`config.mk`:
```
export PLATFORM = sky130hd
export DESIGN_NAME = modular_inverse_ext_euclid
export DESIGN_NICKNAME = d
export VERILOG_FILES = /design/src/hw/rtl/mie_pkg.sv /design/src/hw/rtl/modular_inverse_ext_euclid.sv /design/src/hw/rtl/mie_divmul.sv
export SDC_FILE = /design/constraint.sdc
export NUM_CORES = 1
export LEC_CHECK = 0
export BUFFER_PORTS_ARGS = -buffer_cell sky130_fd_sc_hd__buf_4
export CAP_MARGIN = 5
export CELL_PAD_IN_SITES_DETAIL_PLACEMENT = 2
export CELL_PAD_IN_SITES_GLOBAL_PLACEMENT = 2
export CORE_ASPECT_RATIO = 1.75
export CORE_MARGIN = 10
export CORE_UTILIZATION = 25
export CTS_CLUSTER_SIZE = 25
export DETAILED_ROUTE_END_ITERATION = 10
export PLACE_DENSITY = 0.55
export SKIP_CTS_REPAIR_TIMING = 1
export SLEW_MARGIN = 10
export SYNTH_ARGS = -nofsm -noshare
export SYNTH_HDL_FRONTEND = slang
export SYNTH_HIERARCHICAL = 1
export SYNTH_SLANG_ARGS = --single-unit
```
`constraint.sdc`:
```
create_clock -name i_clk -period 4.85 [get_ports i_clk]
set_input_delay 0.97 -clock i_clk [delete_from_list [all_inputs] [get_ports i_clk]]
set_output_delay 0.97 -clock i_clk [all_outputs]
set_load 0.02 [all_outputs]
```
`src/hw/rtl/mie_pkg.sv`:
```
`default_nettype none

package mie_pkg;

    localparam int FIELD_BITS    = 32;
    localparam int DEF_WORD_BITS = 32;

    typedef struct packed {
        logic [FIELD_BITS-1:0] value;
        logic [FIELD_BITS-1:0] modulus;
    } t_in_word;

    typedef struct packed {
        logic [FIELD_BITS-1:0] inverse;
        logic                  not_invertible;
    } t_out_word;

    typedef struct packed {
        logic busy;
        logic done;
    } t_div_stat;

endpackage

`default_nettype wire

```
`src/hw/rtl/modular_inverse_ext_euclid.sv`:
```
// channel  direction  handshake            word
// input    in         i_valid / o_ready    i_word  (value, modulus)
// output   out        o_valid / i_ready    o_word  (inverse, not_invertible)
//
// one word at a time; o_ready is high only while the sequencer is idle
// each euclid step is one pass through the bit-serial divide unit
// a finished result waits in the output register; the next word is taken meanwhile
// a stalled output holds the sequencer in its last state until the register frees
// i_rst_n is synchronous, active low, and clears the control state only
`default_nettype none

module modular_inverse_ext_euclid
    import mie_pkg::*;
#(
    parameter int WORD_BITS = DEF_WORD_BITS
) (
    input  wire logic      i_clk,
    input  wire logic      i_rst_n,
    input  wire logic      i_valid,
    output      logic      o_ready,
    input  wire t_in_word  i_word,
    output      logic      o_valid,
    input  wire logic      i_ready,
    output      t_out_word o_word
);

    localparam logic [1:0] ST_IDLE  = 2'd0;
    localparam logic [1:0] ST_CHECK = 2'd1;
    localparam logic [1:0] ST_DIV   = 2'd2;
    localparam logic [1:0] ST_DONE  = 2'd3;

    logic [1:0]           r_state;
    logic [WORD_BITS-1:0] r_a;
    logic [WORD_BITS-1:0] r_b;
    logic [WORD_BITS-1:0] r_mod;
    logic [WORD_BITS-1:0] r_prev;
    logic [WORD_BITS-1:0] r_cur;
    logic                 r_odd;
    logic [WORD_BITS-1:0] r_res;
    logic                 r_err;
    logic                 r_out_valid;
    t_out_word            r_out_word;

    logic                 w_start;
    logic [WORD_BITS-1:0] w_rem;
    logic [WORD_BITS-1:0] w_prod;
    t_div_stat            w_stat;

    assign w_start = (r_state == ST_CHECK) && (r_mod != WORD_BITS'(1))
                     && (r_a > WORD_BITS'(1)) && (r_b != '0);

    mie_divmul #(
        .WORD_BITS (WORD_BITS)
    ) u_divmul (
        .i_clk      (i_clk),
        .i_rst_n    (i_rst_n),
        .i_start    (w_start),
        .i_dividend (r_a),
        .i_divisor  (r_b),
        .i_mcand    (r_cur),
        .o_rem      (w_rem),
        .o_prod     (w_prod),
        .o_stat     (w_stat)
    );

    always_ff @(posedge i_clk) begin
        if (!i_rst_n) begin
            r_state     <= ST_IDLE;
            r_out_valid <= 1'b0;
        end else begin
            if (r_out_valid && i_ready && (r_state != ST_DONE)) begin
                r_out_valid <= 1'b0;
            end
            unique case (r_state)
                ST_IDLE: begin
                    if (i_valid) begin
                        r_state <= ST_CHECK;
                    end
                end
                ST_CHECK: begin
                    if (w_start) begin
                        r_state <= ST_DIV;
                    end else begin
                        r_state <= ST_DONE;
                    end
                end
                ST_DIV: begin
                    if (w_stat.done) begin
                        r_state <= ST_CHECK;
                    end
                end
                ST_DONE: begin
                    if (!r_out_valid || i_ready) begin
                        r_out_valid <= 1'b1;
                        r_state     <= ST_IDLE;
                    end
                end
                default: begin
                    r_state <= ST_IDLE;
                end
            endcase
        end
    end

    always_ff @(posedge i_clk) begin
        unique case (r_state)
            ST_IDLE: begin
                if (i_valid) begin
                    r_a    <= WORD_BITS'(i_word.value);
                    r_b    <= WORD_BITS'(i_word.modulus);
                    r_mod  <= WORD_BITS'(i_word.modulus);
                    r_prev <= WORD_BITS'(1);
                    r_cur  <= '0;
                    r_odd  <= 1'b0;
                end
            end
            ST_CHECK: begin
                priority if (r_mod == WORD_BITS'(1)) begin
                    r_res <= WORD_BITS'(1);
                    r_err <= 1'b0;
                end else if (r_a > WORD_BITS'(1)) begin
                    r_res <= '0;
                    r_err <= 1'b1;
                end else begin
                    // negative coefficient after an odd step count
                    r_res <= (r_odd && r_prev != '0) ? (r_mod - r_prev) : r_prev;
                    r_err <= 1'b0;
                end
            end
            ST_DIV: begin
                if (w_stat.done) begin
                    r_a    <= r_b;
                    r_b    <= w_rem;
                    r_prev <= r_cur;
                    r_cur  <= r_prev + w_prod;
                    r_odd  <= !r_odd;
                end
            end
            ST_DONE: begin
                if (!r_out_valid || i_ready) begin
                    r_out_word <= '{inverse: FIELD_BITS'(r_res), not_invertible: r_err};
                end
            end
            default: begin
            end
        endcase
    end

    assign o_ready = (r_state == ST_IDLE);
    assign o_valid = r_out_valid;
    assign o_word  = r_out_word;

`ifndef NO_ASSERTIONS
    a_idle_unit_quiet: assert property (@(posedge i_clk) disable iff (!i_rst_n)
        o_ready |-> !w_stat.busy)
        else $error("divide unit busy while idle");

    a_done_in_div: assert property (@(posedge i_clk) disable iff (!i_rst_n)
        w_stat.done |-> (r_state == ST_DIV))
        else $error("divide done outside divide state");

    a_err_zero: assert property (@(posedge i_clk) disable iff (!i_rst_n)
        (o_valid && o_word.not_invertible) |-> (o_word.inverse == '0))
        else $error("flagged word carries a nonzero inverse");

    a_one_at_a_time: assert property (@(posedge i_clk) disable iff (!i_rst_n)
        (i_valid && o_ready) |=> !o_ready)
        else $error("second word taken while one is in work");
`endif

endmodule

`default_nettype wire

```
`src/hw/rtl/mie_divmul.sv`:
```
`default_nettype none

module mie_divmul
    import mie_pkg::*;
#(
    parameter int WORD_BITS = DEF_WORD_BITS
) (
    input  wire logic                 i_clk,
    input  wire logic                 i_rst_n,
    input  wire logic                 i_start,
    input  wire logic [WORD_BITS-1:0] i_dividend,
    input  wire logic [WORD_BITS-1:0] i_divisor,
    input  wire logic [WORD_BITS-1:0] i_mcand,
    output      logic [WORD_BITS-1:0] o_rem,
    output      logic [WORD_BITS-1:0] o_prod,
    output      t_div_stat            o_stat
);

    localparam int CNT_BITS = (WORD_BITS > 1) ? $clog2(WORD_BITS) : 1;

    logic [WORD_BITS-1:0] r_dvd;
    logic [WORD_BITS-1:0] r_rem;
    logic [WORD_BITS-1:0] r_acc;
    logic [CNT_BITS-1:0]  r_cnt;
    logic                 r_busy;
    logic                 r_done;

    logic [WORD_BITS:0]   w_shift;
    logic [WORD_BITS+1:0] w_diff;
    logic                 w_qbit;
    logic [WORD_BITS-1:0] n_rem;
    logic [WORD_BITS-1:0] n_acc;

    // one quotient bit a cycle, folded straight into quotient times multiplicand
    always_comb begin
        w_shift = {r_rem, r_dvd[WORD_BITS-1]};
        w_diff  = {1'b0, w_shift} - {2'b00, i_divisor};
        w_qbit  = !w_diff[WORD_BITS+1];
        n_rem   = w_qbit ? w_diff[WORD_BITS-1:0] : w_shift[WORD_BITS-1:0];
        n_acc   = {r_acc[WORD_BITS-2:0], 1'b0} + (w_qbit ? i_mcand : '0);
    end

    always_ff @(posedge i_clk) begin
        if (!i_rst_n) begin
            r_busy <= 1'b0;
            r_done <= 1'b0;
        end else begin
            r_done <= 1'b0;
            if (i_start) begin
                r_busy <= 1'b1;
            end else if (r_busy && r_cnt == '0) begin
                r_busy <= 1'b0;
                r_done <= 1'b1;
            end
        end
    end

    always_ff @(posedge i_clk) begin
        if (i_start) begin
            r_dvd <= i_dividend;
            r_rem <= '0;
            r_acc <= '0;
            r_cnt <= CNT_BITS'(WORD_BITS - 1);
        end else if (r_busy) begin
            r_dvd <= {r_dvd[WORD_BITS-2:0], 1'b0};
            r_rem <= n_rem;
            r_acc <= n_acc;
            r_cnt <= r_cnt - CNT_BITS'(1);
        end
    end

    assign o_rem       = r_rem;
    assign o_prod      = r_acc;
    assign o_stat.busy = r_busy;
    assign o_stat.done = r_done;

endmodule

`default_nettype wire
```
==> Word-level counts from Yosys, hierarchy flattened <==
Cells that the tools add are included.
{ "word_totals": {"out_inout_bits": 35, "elab_cells": 91, "reg_bits": 333} }
{ "classes": {"addsub": 5, "n_reduce_logical": 23, "n_mux": 33, "n_eq_ne": 9, "magnitude_cmp": 1, "bitwise_logic": 1} }
{ "ops": {"columns": ["op", "count"], "rows": [
  ["32-bit two-way mux", 13],
  ["32-bit one-hot mux with 2 select lines", 4],
  ["32-bit adder", 2],
  ["32-bit nonzero test", 2],
  ["33-bit by 32-bit subtractor with 34-bit output", 1],
  ["32-bit by 1-bit == test with 1-bit output, second input constant", 1],
  ["32-bit by 1-bit greater-than comparator with 1-bit output, second input constant", 1],
  ["32-bit by 1-bit inequality test with 1-bit output, second input constant", 1],
  ["32-bit subtractor", 1],
  ["1-bit two-way mux", 11],
  ["2-bit one-hot mux with 4 select lines", 1],
  ["1-bit logical AND", 7],
  ["2-bit two-way mux", 3],
  ["2-bit inequality test, second input constant", 3],
  ["3-bit AND reduction", 2],
  ["2-bit nonzero test", 3],
  ["5-bit logical NOT", 1],
  ["5-bit by 1-bit subtractor with 5-bit output, second input constant", 1],
  ["2-bit == test, second input constant", 2],
  ["2-bit AND reduction", 2],
  ["2-bit OR reduction", 2],
  ["2-bit by 1-bit == test with 1-bit output, second input constant", 1],
  ["1-bit logical NOT", 2],
  ["2-bit logical NOT", 1],
  ["other kinds (4)", 4]
]} }

==> Longest topological paths before layout <==
Gate-level depths: netlist of run 1.
{ "depth": {"word_depth": 6, "mapped_depth": 24, "depth_no_buf": 21} }

==> Hierarchy <==
Netlist of run 1, hierarchy kept.
{ "modules_own_cells": {"columns": ["module", "n_inst", "cells_each", "area_per_inst_um2", "seq_area_each_um2"], "rows": [
  ["modular_inverse_ext_euclid", 1, 1074, 11786.3, 6876.6],
  ["mie_divmul", 1, 864, 7589.8, 2382.3]
]} }

==> Worst setup path before layout of run 1 <==
Ideal clock, no wire load.
{ "synth_timing": {"path_type": "input port to flip-flop", "startpoint": "input port i_valid", "endpoint": "register r_a[0], enable pin", "path_buffers": 0, "path_stages": 2, "setup_slack_ns": -0.131, "arrival_time_ns": 4.493, "setup_time_ns": 0.488, "path_cell_list": "and2_1 a21o_1"} }
{ "synth_between": {"elab_chain_cells": 2} }
{ "synth_rtl": {"columns": ["item", "line", "text"], "rows": [
  ["from (decl)", "modular_inverse_ext_euclid.sv:19", "input wire logic i_valid,"],
  ["2-bit inequality test (no line)", null, null],
  ["3-bit AND reduction (no line)", null, null],
  ["to (signal assigned)", "modular_inverse_ext_euclid.sv:109", "r_a <= WORD_BITS'(i_word.value);"],
  ["to (signal assigned)", "modular_inverse_ext_euclid.sv:132", "r_a <= r_b;"],
  ["to (decl)", "modular_inverse_ext_euclid.sv:33", "logic [WORD_BITS-1:0] r_a;"]
]} }
Every way passes these cells.
A chain may end at the register's enable or synchronous reset.

==> Final worst setup path of run 1 <==
{ "layout_timing": {"startpoint": "register r_b[6]", "endpoint": "register u_divmul.r_acc[31], in the netlist u_divmul/o_prod[31]"} }
{ "layout_between": {"elab_chain_cells": 3} }
{ "layout_rtl": {"columns": ["item", "line", "text"], "rows": [
  ["from (decl)", "modular_inverse_ext_euclid.sv:34", "logic [WORD_BITS-1:0] r_b;"],
  ["from (signal assigned)", "modular_inverse_ext_euclid.sv:110", "r_b <= WORD_BITS'(i_word.modulus);"],
  ["from (signal assigned)", "modular_inverse_ext_euclid.sv:133", "r_b <= w_rem;"],
  ["33-bit by 32-bit subtractor with 34-bit output", "mie_divmul.sv:37", "w_diff = {1'b0, w_shift} - {2'b00, i_divisor};"],
  ["32-bit two-way mux", "mie_divmul.sv:40", "n_acc = {r_acc[WORD_BITS-2:0], 1'b0} + (w_qbit ? i_mcand : '0);"],
  ["32-bit adder", "mie_divmul.sv:40", null],
  ["to (signal assigned)", "mie_divmul.sv:67", "r_acc <= n_acc;"],
  ["to (decl)", "mie_divmul.sv:23", "logic [WORD_BITS-1:0] r_acc;"]
]} }
Parallel ways exist; a longest one is shown, timed or not.

==> results.txt, run 1 <==
Worst setup EP type: register
Final min period: 4800 ps
most common cell after layout, fill and taps aside: buf_4
FF-to-FF End: u_divmul/o_prod[31]
HP Class: reg -> reg
global route total overflow: 0
Synth Area per Inst: 10.0 um^2
Core Area: 0.0772 mm^2
TritonCTS clock tree: built
Final Hold Vio Count: 0
final-report max-slew violation count: 0
Mapped Nets: 2,134
clock root buffer: clkbuf_16
Initial Util: 25.1%
overall routing resource usage: 17.3%
outcome: completed
Max-slew headroom: 25.8%
mean routed wirelength per cell: 24.0 um
PnR worst setup slack: 45.6 ps
worst hold stages: 0
width of the die: 230 um
post-route ant nets: 0
Ys Warns: 6
CP Max Fanout: 5
routed wire length: 78.8 mm
routability congestion estimate: 0.844
clk slew on worst S/H paths: 70 ps
Max Root-Sink Buffers: 3
IR Drop Worst-Case VDD: 245 uV
Reg2Reg Depth: 21
Cells after Synth: 1,937
CP arrival: 5300 ps
most frequent cells in the layout: buf_4, nand2_1, edfxtp_1, nor2_1, a21oi_1
Maximum Capacitance Violations: 0
Die Y: 388 um
Worst setup SP type: register
antenna violations before repair: 1
worst setup slack after placement: -502 ps
R2R Setup Slk: 50 ps
vias in the first global route: 18,128
first-pass GRT wire length: 116 mm
RSZ-0062 raised after global routing: true
1st-iter DRT viols: 592
port buffer count: 102
# fillers: 8,559
fmax: 208 MHz
crit path kind: reg -> reg
fin nets: 2,429
post-layout util: 31.7%
DRC Markers: 0
RR Startpoint: r_b[6]
worst skew pair latency: 580 ps
largest net degree at the start of global routing: 62
Pre-antenna DRT Iters: 5
PwrDens: 561 mW/mm^2
Rows: 135
share of cells above drive strength 1: 23.1%
critical path data required time: 5350 ps
htree depth: 2
TritonCTS Buffers: 39
IO Count: 103
setup-violating endpoint count in the final report: 0
Lkg Pwr: 0.0101 uW
clk_skew: 24.0 ps
Netlist Area Pre-Place: 0.0194 mm^2
worst-margin pin slew: 1110 ps
Worst Hold Launch: r_res[1]
final cycle utilization of the critical path: 99.1%
Layout area overhead: 26.4%
vias per cell: 4.83
DR vias: 15,894
Post-DP HPWL: 62.5 mm
full die area: 0.0894 mm^2
Worst Hold End: o_word[2]
clk sinks: 333
power by group:
group	total [uW]	switching, uW	leakage [uW]	internal, uW
combinational	6430	3650	0.00640	2790
sequential	4160	496	0.00308	3670
clock	3130	1300	0.000639	1840
area by class of cell:
cell class | count | area, um^2 | share of cell area, %
Multi-Input combinational cell | 1444 | 9840 | 40.2
Sequential cell | 333 | 9260 | 37.8
Timing Repair Buffer | 320 | 2420 | 9.89
Tap cell | 1027 | 1280 | 5.25
Clock buffer | 50 | 1070 | 4.37
Inverter | 94 | 353 | 1.44
Clock inverter | 21 | 245 | 1.00
Antenna cell | 1 | 2.50 | 0.0102
through the flow:
stage                     hold slack [ps]  TNS, ps  area (um^2)  total power [uW]  instances
final                                 416        0        24500             13700       3290
after global routing                  423     -510        24500             14600       3289
after CTS                             420    -3110        24100             13700       3278
after detailed placement              407    -2180        22800             10400       3207
after global placement                402    -1400        22800             10200       3207
after floorplan                       400        0        19400              7800       1937
per-layer routing:
layer	wire [um]	up-vias	GRT usage, %
met1	27000	7987	16.2
li1	-	7561	-
met5	0	-	0
met3	1920	124	2.16
met2	45800	222	35.4
met4	4150	0	8.62
flip-flops by register name, summed over array words and instances (netlist names):
signal           count
o_valid              1
o_word              33
r_a                 32
r_b                 32
r_cur               32
r_err                1
r_mod               32
r_odd                1
r_prev              32
r_res               32
r_state              2
u_divmul/o_prod     32
u_divmul/o_rem      32
u_divmul/r_busy      1
u_divmul/r_cnt       5
u_divmul/r_done      1
u_divmul/r_dvd      32
critical path, cell delays in order, from the launching register on:
cell	delay [ps]
edfxtp_1	400
inv_1	80
ha_1	240
a21o_1	230
a31oi_4	210
o2bb2ai_1	120
a21o_2	250
a31oi_4	240
o21ba_4	200
nand2_4	70
buf_6	140
and2_4	160
fa_2	380
a211oi_2	290
nor2_2	90
o31ai_4	280
nand4b_1	130
and2_4	160
a2111o_1	460
a21oi_2	160
xor3_1	240
a211oi_2	190
worst max-delay path by stage:
stage	startpoint	to	slack [ps]
global route	r_b[6]	u_divmul/o_prod[31]	-170
floorplan	r_b[1]	u_divmul/o_prod[31]	8
detailed placement	r_b[1]	u_divmul/o_prod[31]	-500
CTS	r_b[1]	u_divmul/o_prod[31]	-560
global placement	r_b[1]	u_divmul/o_prod[31]	-390
finish	r_b[6]	u_divmul/o_prod[31]	50
No activity file was read; power rests on OpenSTA's default activity.
==> run 2: changes to the inputs <==
--- a/config.mk
+++ b/config.mk
@@ -5,7 +5,7 @@
 export SDC_FILE = /design/constraint.sdc
 export NUM_CORES = 1
 export LEC_CHECK = 0
-export BUFFER_PORTS_ARGS = -buffer_cell sky130_fd_sc_hd__buf_4
+export ABC_AREA = 0
 export CAP_MARGIN = 5
 export CELL_PAD_IN_SITES_DETAIL_PLACEMENT = 2
 export CELL_PAD_IN_SITES_GLOBAL_PLACEMENT = 2
@@ -14,7 +14,8 @@
 export CORE_UTILIZATION = 25
 export CTS_CLUSTER_SIZE = 25
 export DETAILED_ROUTE_END_ITERATION = 10
-export PLACE_DENSITY = 0.55
+export DONT_BUFFER_PORTS = 1
+export PLACE_DENSITY = 0.53
 export SKIP_CTS_REPAIR_TIMING = 1
 export SLEW_MARGIN = 10
 export SYNTH_ARGS = -nofsm -noshare
==> run 2 against run 1 <==
  * Setup slack got worse by 18 ps
  * Maximum frequency is 0.37% lower
  * Clock-buffer cell count shrank 1
  * Sequential share of layout area rose by 2.1 points
  * Register-to-register slack lost 20 ps
  * Die area is the same
  * Critical path type unchanged
  * Largest cell class unchanged
==> results.txt, run 2 (same netlist as run 1, synthesis figures left out) <==
Final min period: 4820 ps (+17.8 ps)
clock root buffer: clkbuf_16
final-report max-slew violation count: 0 (unchanged)
Initial Util: 25.1% (unchanged)
IR Drop Worst-Case VDD: 277 uV (+13%)
Post-DP HPWL: 60.2 mm (-3.7%)
CP cell instances: inv_2 > ha_4 > a21o_1 > a21o_1 > a221oi_2 > o21ai_2 > a31oi_4 > o21ba_4 > nand2_4 > buf_8 > and2_4 > fa_2 > a211oi_4 > nor2_2 > o31ai_2 > buf_4 > nand4b_1 > and2_4 > a2111o_1 > a21oi_2 > xor3_1 > a211oi_2
DRC Markers: 0 (unchanged)
1st-iter DRT viols: 562 (-5.1%)
mean routed wirelength per cell: 24.4 um (+1.7%)
clk_skew: 28.8 ps (+4.82 ps)
overall routing resource usage: 16.9% (-0.38 points)
CP arrival: 5290 ps (about the same)
most frequent cells in the layout: nand2_1, edfxtp_1, buf_4, nor2_1, a21oi_1
worst-margin pin slew: 1140 ps (+27.5 ps)
full die area: 0.0894 mm^2 (unchanged)
clk slew on worst S/H paths: 60 ps (about the same)
first-pass GRT wire length: 114 mm (-1.8%)
clk sinks: 333 (unchanged)
worst setup slack after placement: -239 ps (+263 ps)
antenna violations before repair: 2 (+1)
Lkg Pwr: 0.00935 uW (-7.7%)
largest net degree at the start of global routing: 69 (+11%)
clock share of power: 23.8% (+1.0 points)
critical path's top delay family: compound AO/OA/AOI/OAI gates
Worst setup EP type: register
RSZ-0062 raised after global routing: true
Pre-antenna DRT Iters: 4 (-1)
final hold slack: 418 ps (+2.03 ps)
Core Area: 0.0772 mm^2 (unchanged)
sequential share of power: 31.5% (+1.2 points)
critical path data required time: 5320 ps (-30 ps)
final cycle utilization of the critical path: 99.4% (+0.37 points)
htree depth: 2 (unchanged)
width of the die: 230 um (unchanged)
setup-violating endpoint count in the final report: 0 (unchanged)
P_sw: 5190 uW (-4.6%)
crit path kind: reg -> reg
vias per cell: 4.91 (+1.7%)
Ant. Diodes: 0 (-1)
routability congestion estimate: 0.854 (+1.2%)
port buffer count: 0 (-100%)
HP Class: reg -> reg
outcome: completed
Cell Int Power: 8020 uW (-3.2%)
worst skew pair latency: 580 ps (about the same)
# fillers: 8,563 (+0.047%)
fin nets: 2,280 (-6.1%)
Layout area overhead: 19.7%
PwrDens: 570 mW/mm^2 (+1.6%)
most common cell after layout, fill and taps aside: nand2_1
TritonCTS Buffers: 38 (-2.6%)
PnR worst setup slack: 27.7 ps (-17.8 ps)
routed wire length: 76.5 mm (-3.0%)
CP peak stage delay: 430 ps (-30 ps)
Rows: 135 (unchanged)
TritonCTS clock tree: built
Logic pwr share: 44.7% (-2.2 points)
Final Hold Vio Count: 0 (unchanged)
Max Root-Sink Buffers: 3 (unchanged)
global route total overflow: 0 (unchanged)
Die Y: 388 um (unchanged)
Worst setup SP type: register
post-route ant nets: 0 (unchanged)
Max-slew headroom: 24.0% (-1.8 points)
Maximum Capacitance Violations: 0 (unchanged)
DR vias: 15,419 (-3.0%)
max reg flops: 33 (unchanged)
CP Max Fanout: 7 (+2)
share of cells above drive strength 1: 16.8% (-6.3 points)
slowest CP cell: edfxtp_1
IO Count: 103 (unchanged)
fmax: 207 MHz (-0.37%)
vias in the first global route: 17,359 (-4.2%)
worst path bufs/invs: 3 (+1)
switching share of power: 39.3% (-0.34 points)
-- run 2: cell types whose count changed in the layout (fill, tap and decap cells not counted), sizes merged --
cell,previous run,this run
diode,1,0
clkinvlp,2,0
inv,98,96
bufinv,5,6
buf,320,171
clkinv,10,12
-- run 2: path summary, 6_finish.rpt --
check | slack, ps | cells after the start | end | startpoint
max reg2reg | 30 | 22 | u_divmul/o_prod[31] | r_b[18]
min reg2reg | 420 | 0 | o_word[28] | r_res[27]
min | 420 | 0 | o_word[28] | r_res[27]
max | 30 | 22 | u_divmul/o_prod[31] | r_b[18]
-- run 2: cell type report --
type	count	area, um^2	area share (%)
Timing Repair Buffer	172	1330	5.73
Multi-Input combinational cell	1444	9660	41.7
Tap cell	1027	1280	5.54
Sequential cell	333	9260	39.9
Inverter	94	353	1.52
Clock buffer	49	1040	4.50
Clock inverter	20	260	1.12
-- run 2: power groups by stage --
stage | logic, uW | clock network [uW] | registers [uW]
after floorplan | 3790 | 0 | 4010
after global placement | 5620 | 0 | 4220
after detailed placement | 5770 | 0 | 4230
after CTS | 5820 | 3250 | 4170
after global routing | 6560 | 3330 | 4230
final | 5910 | 3140 | 4160
-- run 2: routing by layer --
layer  up-vias  track usage, %  routed length, um  part of all wire (%)
met3       109            2.59               2240                   2.9
met1      7839            16.4              27200                    36
met4         2            7.62               3490                   4.6
met2       206            34.0              43500                    57
li1       7263               -                  -                     -
met5         -               0                 18                 0.024
-- run 2: through the flow --
step	total power [uW]	TNS [ps]	area [um^2]	cells	util (%)
2_1_floorplan	7800	0	19400	1937	-
3_3_place_gp	9840	-212	21600	3058	28.0
3_5_place_dp	10000	-538	21600	3058	28.0
4_1_cts	13200	-1290	22900	3127	29.7
5_1_grt	14100	-285	23200	3139	30.0
6_report	13200	0	23200	3139	30.0
==> run 3: changes to the inputs <==
--- a/config.mk
+++ b/config.mk
@@ -5,7 +5,7 @@
 export SDC_FILE = /design/constraint.sdc
 export NUM_CORES = 1
 export LEC_CHECK = 0
-export ABC_AREA = 0
+export ABC_AREA = 1
 export CAP_MARGIN = 5
 export CELL_PAD_IN_SITES_DETAIL_PLACEMENT = 2
 export CELL_PAD_IN_SITES_GLOBAL_PLACEMENT = 2
@@ -15,9 +15,9 @@
 export CTS_CLUSTER_SIZE = 25
 export DETAILED_ROUTE_END_ITERATION = 10
 export DONT_BUFFER_PORTS = 1
-export PLACE_DENSITY = 0.53
+export PLACE_DENSITY = 0.57
 export SKIP_CTS_REPAIR_TIMING = 1
-export SLEW_MARGIN = 10
+export SLEW_MARGIN = 5
 export SYNTH_ARGS = -nofsm -noshare
 export SYNTH_HDL_FRONTEND = slang
 export SYNTH_HIERARCHICAL = 1
==> run 3 against run 2 <==
  * Die area up 8.0%
  * Global-route usage up 2.7 points
  * Highest routed layer unchanged
  * Largest cell class unchanged
  * Critical endpoint is now u_divmul/o_prod[25]
  * Final cell count up 21%
==> results.txt, run 3 <==
clock share of power: 28.1% (+4.3 points)
IO Count: 103 (unchanged)
area of the multi-input gates: 0.0103 mm^2 (+6.8%)
Logic pwr share: 34.4% (-10 points)
worst-margin pin slew: 1170 ps (+29.4 ps)
Ys Warns: 6 (unchanged)
routability congestion estimate: 0.890 (+4.3%)
final cycle utilization of the critical path: 91.3% (-8.1 points)
Initial Util: 25.2% (+0.14 points)
slowest CP cell: edfxtp_1
outcome: completed
worst skew pair latency: 630 ps (+50 ps)
Rows: 140 (+3.7%)
clk sinks: 333 (unchanged)
clk slew on worst S/H paths: 60 ps (about the same)
Final min period: 4430 ps (-395 ps)
Mapped Nets: 2,914 (+37%)
metal3 WL: 2.26 mm (+0.85%)
fin nets: 2,911 (+28%)
CP peak stage delay: 450 ps (+20 ps)
HP Class: reg -> reg
Die Y: 404 um (+4.0%)
htree depth: 2 (unchanged)
fmax: 226 MHz (+8.9%)
share of cells above drive strength 1: 5.61% (-11 points)
routed wire length: 95.3 mm (+25%)
worst setup slack after placement: 186 ps (+425 ps)
PnR worst setup slack: 423 ps (+395 ps)
most common cell after layout, fill and taps aside: nand2_1
DRC Markers: 0 (unchanged)
Maximum Capacitance Violations: 0 (unchanged)
Cell Int Power: 6690 uW (-17%)
width of the die: 239 um (+3.9%)
switching share of power: 41.5% (+2.3 points)
vias in the first global route: 20,989 (+21%)
CP arrival: 4920 ps (-370 ps)
antenna violations before repair: 2 (unchanged)
PwrDens: 483 mW/mm^2 (-15%)
mean routed wirelength per cell: 25.0 um (+2.6%)
max reg flops: 33 (unchanged)
vias per cell: 4.91 (about the same)
Layout area overhead: 12.7%
1st-iter DRT viols: 763 (+36%)
Placed Area: 0.0223 mm^2 (+3.2%)
global route total overflow: 0 (unchanged)
Post-DP HPWL: 78.1 mm (+30%)
DR vias: 18,731 (+21%)
overall routing resource usage: 19.7% (+2.7 points)
critical path's top delay family: simple AND/OR/NAND/NOR gates
Core Area: 0.0834 mm^2 (+8.0%)
CP Max Fanout: 35 (+28)
P_sw: 4750 uW (-8.4%)
sequential share of power: 37.4% (+5.9 points)
Max Root-Sink Buffers: 3 (unchanged)
clk_skew: 74.6 ps (+45.8 ps)
Netlist Area Pre-Place: 0.0210 mm^2 (+8.6%)
RSZ-0062 raised after global routing: false
final-report max-slew violation count: 0 (unchanged)
most used cell, CP: nand2_1
full die area: 0.0966 mm^2 (+8.0%)
FF/Latch Area: 0.00926 mm^2 (about the same)
Max-slew headroom: 21.9% (-2.1 points)
largest net degree at the start of global routing: 77 (+12%)
DRT met1 WL: 31.8 mm (+17%)
first-pass GRT wire length: 139 mm (+22%)
Lkg Pwr: 0.0104 uW (+11%)
post-route ant nets: 0 (unchanged)
Met2 Wirelength: 55.3 mm (+27%)
setup_tns: 0 ps (unchanged)
IR Drop Worst-Case VDD: 374 uV (+35%)
port buffer count: 0 (unchanged)
clock root buffer: clkbuf_16
top sig layer: met5
final instance area: 0.0237 mm^2 (+2.2%)
TritonCTS Buffers: 38 (unchanged)
worst path bufs/invs: 3 (unchanged)
Pre-antenna DRT Iters: 5 (+1)
crit path kind: reg -> reg
Worst setup EP type: register
most frequent cells in the layout: nand2_1, inv_1, nor2_1, edfxtp_1, a21oi_1
Final Hold Vio Count: 0 (unchanged)
critical path data required time: 5340 ps (+20 ps)
setup-violating endpoint count in the final report: 0 (unchanged)
Synth Area per Inst: 7.74 um^2 (-23%)
Worst setup SP type: register
TritonCTS clock tree: built
# fillers: 9,692 (+13%)
Cells after Synth: 2,717 (+40%)
## run 3: cell type report
class | instances | share of cell area, %
clock buffer | 44 | 4.19
multi-input combinational | 1990 | 43.5
clock inverter | 26 | 1.53
inverter | 335 | 5.42
tap | 1065 | 5.62
antenna | 4 | 0.0422
timing repair buffer | 16 | 0.612
sequential | 333 | 39.1
## run 3: metrics by stage
stage | utilization [%] | std cells | hold WS (ps) | total power [uW]
final | 28.4 | 3813 | 422 | 11400
after global routing | 28.4 | 3811 | 416 | 12200
after CTS | 28.4 | 3809 | 400 | 11700
after detailed placement | 26.8 | 3739 | 411 | 8350
after global placement | 26.8 | 3739 | 404 | 8230
after floorplan | - | 2717 | 400 | 6700
## run 3: power groups by stage
stage / clock [uW] / sequential, uW / combinational (uW)
floorplan: 0 / 4050 / 2660
global placement: 0 / 4340 / 3890
detailed placement: 0 / 4360 / 3990
CTS: 3330 / 4310 / 4010
global route: 3400 / 4330 / 4430
finish: 3220 / 4290 / 3940
## run 3: per-layer routing
metal,vias to the layer above,global-route usage (%)
met5,-,0
met4,2,11.4
met3,151,2.15
met2,261,40.3
met1,9298,17.9
li1,9019,-
## run 3: worst paths after layout
kind	from	endpoint	slack [ps]	cells past startpoint
worst max-delay path	r_b[20]	u_divmul/o_prod[25]	420	25
worst min-delay path	r_res[25]	o_word[26]	420	0
worst max register to register	r_b[20]	u_divmul/o_prod[25]	420	25
worst min register to register	r_res[25]	o_word[26]	420	0
